File: config.mk
export PLATFORM = sky130hd
export DESIGN_NAME = bfc_frame_state
export DESIGN_NICKNAME = d
export VERILOG_FILES = /design/src/hw/rtl/bfc_pkg.sv /design/src/hw/rtl/bfc_frame_state.sv
export SDC_FILE = /design/constraint.sdc
export NUM_CORES = 1
export LEC_CHECK = 0
export BUFFER_PORTS_ARGS = -buffer_cell sky130_fd_sc_hd__buf_4
export CAP_MARGIN = 30
export CORE_MARGIN = 5
export CORE_UTILIZATION = 40
export CTS_CLUSTER_SIZE = 14
export DETAILED_ROUTE_END_ITERATION = 7
export HOLD_SLACK_MARGIN = 0.15
export PLACE_DENSITY = 0.68
export SLEW_MARGIN = 20
export SYNTH_ARGS = -nofsm -noshare
export SYNTH_HDL_FRONTEND = slang
export SYNTH_SLANG_ARGS = --single-unit
export TNS_END_PERCENT = 5
File: constraint.sdc
create_clock -name clk -period 9 [get_ports clk]
set_input_delay 1.8 -clock clk [delete_from_list [all_inputs] [get_ports clk]]
set_output_delay 1.8 -clock clk [all_outputs]
set_load 0.01 [all_outputs]
File: src/hw/rtl/bfc_pkg.sv
package bfc_pkg;

    localparam int unsigned MAX_FRAME_BYTES = 65536;
    localparam int unsigned CNT_W = $clog2(MAX_FRAME_BYTES + 1);
    localparam int unsigned CALC_W = ((CNT_W > 18) ? CNT_W : 18) + 1;
    localparam int unsigned TAIL_DEPTH = 6;

    localparam logic [31:0] CRC_INIT = 32'hFFFF_FFFF;
    localparam logic [31:0] CRC_POLY = 32'hEDB8_8320;

    localparam int unsigned ENTRY_W = 16;
    localparam int unsigned DLEN_W = 17;

    typedef enum logic [2:0] {
        ST_OK        = 3'd0,
        ST_SHORT     = 3'd1,
        ST_BAD_COUNT = 3'd2,
        ST_CRC_ERR   = 3'd3,
        ST_LONG      = 3'd4
    } status_t;

    typedef struct packed {
        status_t             status;
        logic [ENTRY_W-1:0]  entry_count;
        logic [DLEN_W-1:0]   data_length;
    } result_t;

    // Reflected CRC-32, one byte, unrolled over its eight bits.
    function automatic logic [31:0] crc_byte(input logic [31:0] crc, input logic [7:0] b);
        logic [31:0] c;
        c = crc ^ {24'd0, b};
        for (int k = 0; k < 8; k++)
        begin
            c = c[0] ? ((c >> 1) ^ CRC_POLY) : (c >> 1);
        end
        return c;
    endfunction

endpackage

File: src/hw/rtl/bfc_frame_state.sv
module bfc_frame_state
    import bfc_pkg::*;
(
    input  logic          clk,
    input  logic          rst_n,
    input  logic          step,
    input  logic [7:0]    frame_byte,
    input  logic          frame_end,
    input  logic          crc_mode,
    output result_t       result
);

    logic [31:0]      crc_reg;
    logic [31:0]      crc_next;
    logic [7:0]       tail_reg [TAIL_DEPTH];
    logic [CNT_W-1:0] count_reg;
    logic [CNT_W-1:0] count_next;
    logic             ovf_reg;
    logic             ovf_next;

    logic [CNT_W:0]    size_raw;
    logic              size_over;
    logic [CALC_W-1:0] size_ext;
    logic [15:0]       entry;
    logic [CALC_W-1:0] hdr_len;
    logic [CALC_W-1:0] need;
    logic [CALC_W-1:0] dlen;
    logic [31:0]       saved_crc;

    localparam logic [CNT_W:0] MAX_SIZE = (CNT_W + 1)'(MAX_FRAME_BYTES);

    always_comb
    begin
        crc_next = (count_reg >= CNT_W'(4)) ? crc_byte(crc_reg, tail_reg[3]) : crc_reg;

        size_raw  = {1'b0, count_reg} + (CNT_W + 1)'(1);
        size_over = size_raw > MAX_SIZE;
        ovf_next  = ovf_reg | size_over;
        count_next = size_over ? MAX_SIZE[CNT_W-1:0] : size_raw[CNT_W-1:0];
        size_ext  = CALC_W'(count_next);

        entry     = crc_mode ? {tail_reg[3], tail_reg[4]} : {frame_byte, tail_reg[0]};
        hdr_len   = crc_mode ? CALC_W'(6) : CALC_W'(2);
        need      = hdr_len + CALC_W'({entry, 1'b0});
        dlen      = size_ext - need;
        saved_crc = {frame_byte, tail_reg[0], tail_reg[1], tail_reg[2]};

        result.status      = ST_OK;
        result.entry_count = entry;
        result.data_length = '0;
        if (ovf_next)
        begin
            result.status      = ST_LONG;
            result.entry_count = '0;
        end
        else if (size_ext < hdr_len)
        begin
            result.status      = ST_SHORT;
            result.entry_count = '0;
        end
        else if (size_ext < need)
        begin
            result.status = ST_BAD_COUNT;
        end
        else if (crc_mode && (saved_crc != ~crc_next))
        begin
            result.status = ST_CRC_ERR;
        end
        else
        begin
            result.data_length = dlen[DLEN_W-1:0];
        end
    end

    always_ff @(posedge clk or negedge rst_n)
    begin
        if (!rst_n)
        begin
            crc_reg   <= CRC_INIT;
            count_reg <= '0;
            ovf_reg   <= 1'b0;
            for (int i = 0; i < TAIL_DEPTH; i++)
            begin
                tail_reg[i] <= '0;
            end
        end
        else if (step)
        begin
            if (frame_end)
            begin
                crc_reg   <= CRC_INIT;
                count_reg <= '0;
                ovf_reg   <= 1'b0;
                for (int i = 0; i < TAIL_DEPTH; i++)
                begin
                    tail_reg[i] <= '0;
                end
            end
            else
            begin
                crc_reg   <= crc_next;
                count_reg <= count_next;
                ovf_reg   <= ovf_next;
                tail_reg[0] <= frame_byte;
                for (int i = 1; i < TAIL_DEPTH; i++)
                begin
                    tail_reg[i] <= tail_reg[i-1];
                end
            end
        end
    end

endmodule

## Yosys cells after proc, flatten, opt, wreduce, memory -nomap -nowiden

Index checks and enable logic that the tools add are counted.

| storage, ports and cells | value |
|---|---|
| bits in registers | 90 |
| output and inout port bits | 36 |
| input port bits | 13 |

| cells by class | value |
|---|---|
| bitwise operators | 11 |
| mux-type cells | 25 |
| $add $sub $neg | 3 |
| reductions and logical operators | 1 |
| order comparisons | 4 |
| eq/ne operators | 1 |

Operators by type and width:

| operator | number |
|---|---|
| $mux 32 | 10 |
| $not 13->14 | 8 |
| $mux 17 | 6 |
| $mux 48 | 1 |
| $mux 16 | 2 |
| $ne 32x32->1 | 1 |
| $not 32->32 | 1 |
| $xor 32x8->32 | 1 |
| $mux 19 | 1 |
| $add 17x1->18 const B | 1 |
| $add 3x17->18 | 1 |
| $gt 18x17->1 const B | 1 |
| $lt 17x18->1 | 1 |
| $ge 17x3->1 const B | 1 |
| $lt 17x3->1 | 1 |
| $sub 17x17->17 | 1 |
| $mux 3 | 2 |
| $mux 2 | 2 |
| $logic_and 1x1->1 | 1 |
| $mux 1 | 1 |
| $or 1x1->1 | 1 |

## Depth between registers and ports, before layout

| depth | value |
|---|---|
| depth after elaboration | 25 |
| mapped depth | 28 |

## Worst setup path after synthesis

No wires, ideal clock.

| timing path | value |
|---|---|
| path kind | input-to-output |
| start point | input crc_mode |
| end point | output result[11] in the netlist's numbering |
| buffers on the path | 5 |
| stages on the path | 24 |
| slack | 830 ps |
| arrival | 6370 ps |
| cell sequence | buf_2 > buf_2 > buf_1 > buf_1 > nand2_1 > o21ai_0 > fa_1 > inv_1 > a221oi_1 > nand2_1 > nor2_1 > and2_1 > nor2b_1 > a21oi_1 > o21ai_0 > o21ai_0 > ha_1 > nand2_1 > o41a_1 > a31oi_1 > and2_1 > nand2b_1 > buf_6 > a211oi_1 |

RTL lines:

| element | line | RTL |
|---|---|---|
| start: declaration | bfc_frame_state.sv:9 | `input logic crc_mode,` |
| end: declaration | bfc_frame_state.sv:10 | `output result_t result` |

==> results.py <==
metrics = {
    "outcome": {
        "status": "completed",
    },
    "floorplanning": {
        "io_pins": 49,
        "initial_utilization_pct": 40.9,
        "fp-row-count": 51,
        "fp.dieArea_sq_mm": 0.0229,
        "core-area_sq_mm": 0.0195,
        "die_w_um": 151,
        "die_h_um": 151,
    },
    "layout": {
        "fin_nets": 969,
        "final_cell_mix": "nor2_1 (82), xnor2_1 (81), o21ai_0 (77)",
        "drive_above_1_share_pct": 15.2,
        "final_common_cell": "nor2_1",
        "largest_reg_flops": 32,
        "fill_cells": 1907,
        "fin_cells": 1205,
        "diodes": 0,
        "area_delta_synth_final_pct": 10.0,
    },
    "logic_synthesis": {
        "avgSynthCellArea_sq_um": 8.60,
        "synth_edf_count": 0,
        "async_flop_share_pct": 100,
        "synth_seq_cells": 90,
        "syn_area_sq_mm": 0.00798,
        "ys_types": 79,
        "seq_area_frac_synth_pct": 28.7,
        "yosysWarnings": 0,
        "synth_cells": 928,
        "synth_nets": 962,
        "synth-main-ff-cell": "dfrtp_1",
    },
    "drt": {
        "routed.top_layer": "met4",
        "route.met2.wl_um": 10300,
        "drtIter0Drc": 626,
        "wl_per_cell_um": 18.9,
        "first_pass_iters": 5,
        "wl_met1_um": 10200,
        "wl_um": 22700,
        "drc": 0,
        "ant_nets": 0,
        "via_count": 6894,
        "routed-wl-met3_um": 1460,
        "via_per_inst": 5.72,
    },
    "min_path": {
        "hold_path.class": "register to register",
    },
    "worst_setup_path": {
        "critPathRequiredTime_ps": 7200,
        "worstSetupPathType": "input port to output pin",
        "cp_top_family": "compound AO/OA/AOI/OAI gates",
        "crit_buf_inv": 4,
        "arrival_ps": 6250,
        "cpMaxStageDelayCell": "o41a_1",
        "cp_cell_sequence": "buf_4 -> o21ai_0 -> fa_1 -> inv_1 -> a221oi_1 -> nand2_1 -> nor2_1 -> and2_1 -> nor2b_1 -> a21oi_1 -> o21ai_0 -> o21ai_0 -> ha_1 -> nand2_1 -> o41a_1 -> a31oi_1 -> and2_1 -> nand2b_1 -> buf_6 -> nor3_1 -> buf_4",
        "crit_path_max_fanout": 11,
        "crit_path_frequent_cell": "o21ai_0",
        "max_stage_delay_ps": 440,
        "start_kind": "input port",
        "endpoint_kind": "output pin",
    },
    "place": {
        "placed_cells": 1188,
        "portBuffers": 48,
        "gp_congestion": 0.944,
        "hpwl_um": 16800,
    },
    "power_and_ir_drop": {
        "p_per_area_mw_per_mm2": 156,
        "p_leak_nw": 3.55,
        "irDropWorstVdd_mv": 0.0980,
        "fin_total_pwr_mw": 1.37,
    },
    "grt": {
        "antenna_found_initial": 0,
        "grtUsageTotal_pct": 20.3,
        "grt-ovfl-total": 0,
        "grt_max_degree": 105,
        "grt_pass1_vias": 6491,
        "grt_pass1_wl_um": 36400,
    },
    "clock_network": {
        "cts-hold-fix-buffers": 0,
        "cts_tree": "done",
        "cts_setup_buffers": 0,
        "cts_root_buf": "clkbuf_16",
        "clk_latency_ps": 360,
        "htreeDepth": 3,
        "cts.sinks": 90,
        "cts_buffer_depth": 2,
        "cts_resized": 0,
        "path_clk_slew_ps": 70,
        "cts_buffers": 9,
    },
    "sta": {
        "finalMaxSlewViolations": 0,
        "hold_violations": 0,
        "relSlewSlack_pct": 37.0,
        "tightestPinTransition_ps": 946,
        "rsz0062_at_grt": "false",
        "post-route-period-util_pct": 89.5,
        "clock_skew_ps": 16.6,
        "finalCriticalPeriod_ps": 8050,
        "max_freq_ghz": 0.124,
        "setup_tns_ps": 0,
        "setup_viol": 0,
    },
    "job": {
        "max_cap_violations": 0,
    },
}
[cell families (layout without fill, tap and decap cells)]
kind of cell,count (synthesis),after routing,synth area share [%]
XOR/XNOR,137,137,19.2
buffers and inverters,132,144,6.84
AND/OR/NAND/NOR,297,297,20.8
flip-flops,90,90,28.7
multiplexers,19,19,2.38
AO/OA/AOI/OAI,232,232,18.6
adder cells (fa/ha/maj),21,21,3.48
[final timing paths]
path	from	endpoint	slack [ps]	cells past startpoint
hold / removal	crc_reg[12]	crc_reg[12]	520	2
min in group asynchronous	rst_n	count_reg[0]	1380	1
max in group asynchronous	rst_n	tail_reg[17]	6460	2
hold reg to reg	crc_reg[12]	crc_reg[12]	520	2
setup / recovery	crc_mode	result[6]	950	21
setup reg to reg	count_reg[0]	count_reg[4]	5300	10
[report_power, final]
group	total, mW	switching (mW)	leakage (nW)	internal (mW)
registers	0.471	0.0343	1.13	0.436
logic	0.498	0.280	2.27	0.218
clock network	0.402	0.178	0.157	0.224
total	1.37	0.492	3.55	0.879
[layout make-up]
class	instances	area, sq um	share of cell area, %
Clock buffer	12	278	3.16
Clock inverter	4	37.5	0.427
Inverter	71	267	3.04
Multi-Input combinational cell	706	5140	58.6
Sequential cell	90	2290	26.1
Tap cell	265	332	3.78
Timing Repair Buffer	57	432	4.92
[synthesized netlist by cell type, types with 10 or more instances]
| library cell | number | area [sq um] |
|---|---|---|
| xor2_1 | 29 | 254 |
| dfrtp_1 | 58 | 1450 |
| mux2i_1 | 19 | 190 |
| nor3_1 | 21 | 105 |
| xnor2_1 | 81 | 709 |
| o21ai_0 | 77 | 385 |
| ha_1 | 19 | 238 |
| a21oi_1 | 53 | 265 |
| nand2_1 | 59 | 221 |
| nor4_1 | 10 | 62.6 |
| xnor3_1 | 13 | 293 |
| buf_2 | 16 | 80.1 |
| nand3_1 | 14 | 70.1 |
| inv_1 | 71 | 267 |
| nand2b_1 | 10 | 62.6 |
| nand3b_1 | 43 | 323 |
| clkbuf_1 | 35 | 131 |
| o31ai_1 | 12 | 90.1 |
| nor2_1 | 82 | 308 |
| dfstp_2 | 32 | 841 |
[per-stage QoR]
stage               area, sq um  hold slack (ps)  util (%)  worst slack, ps
finish                     8780              521      45.0              945
global route               8780              554      45.0              543
CTS                        8770              521      44.9              486
detailed placement         8450              502      43.3              503
global placement           8450              491      43.3              701
floorplan                  7980              482         -              830
[layer usage]
layer | vias up | GRT usage [%]
met5 | - | 0
met2 | 256 | 30.7
li1 | 3280 | -
met1 | 3309 | 28.9
met4 | 0 | 8.02
met3 | 49 | 3.59
[worst reg2reg max path, stage by stage, from the launching register on]
cell,delay [ps]
dfrtp_1,470
ha_1,400
and2_0,380
nand4_1,200
o21ai_1,430
nand2_1,240
nor2_1,670
nor2_1,110
nand2_1,440
or3_1,180
o21ai_0,70
(Power assumes the default switching activity.)
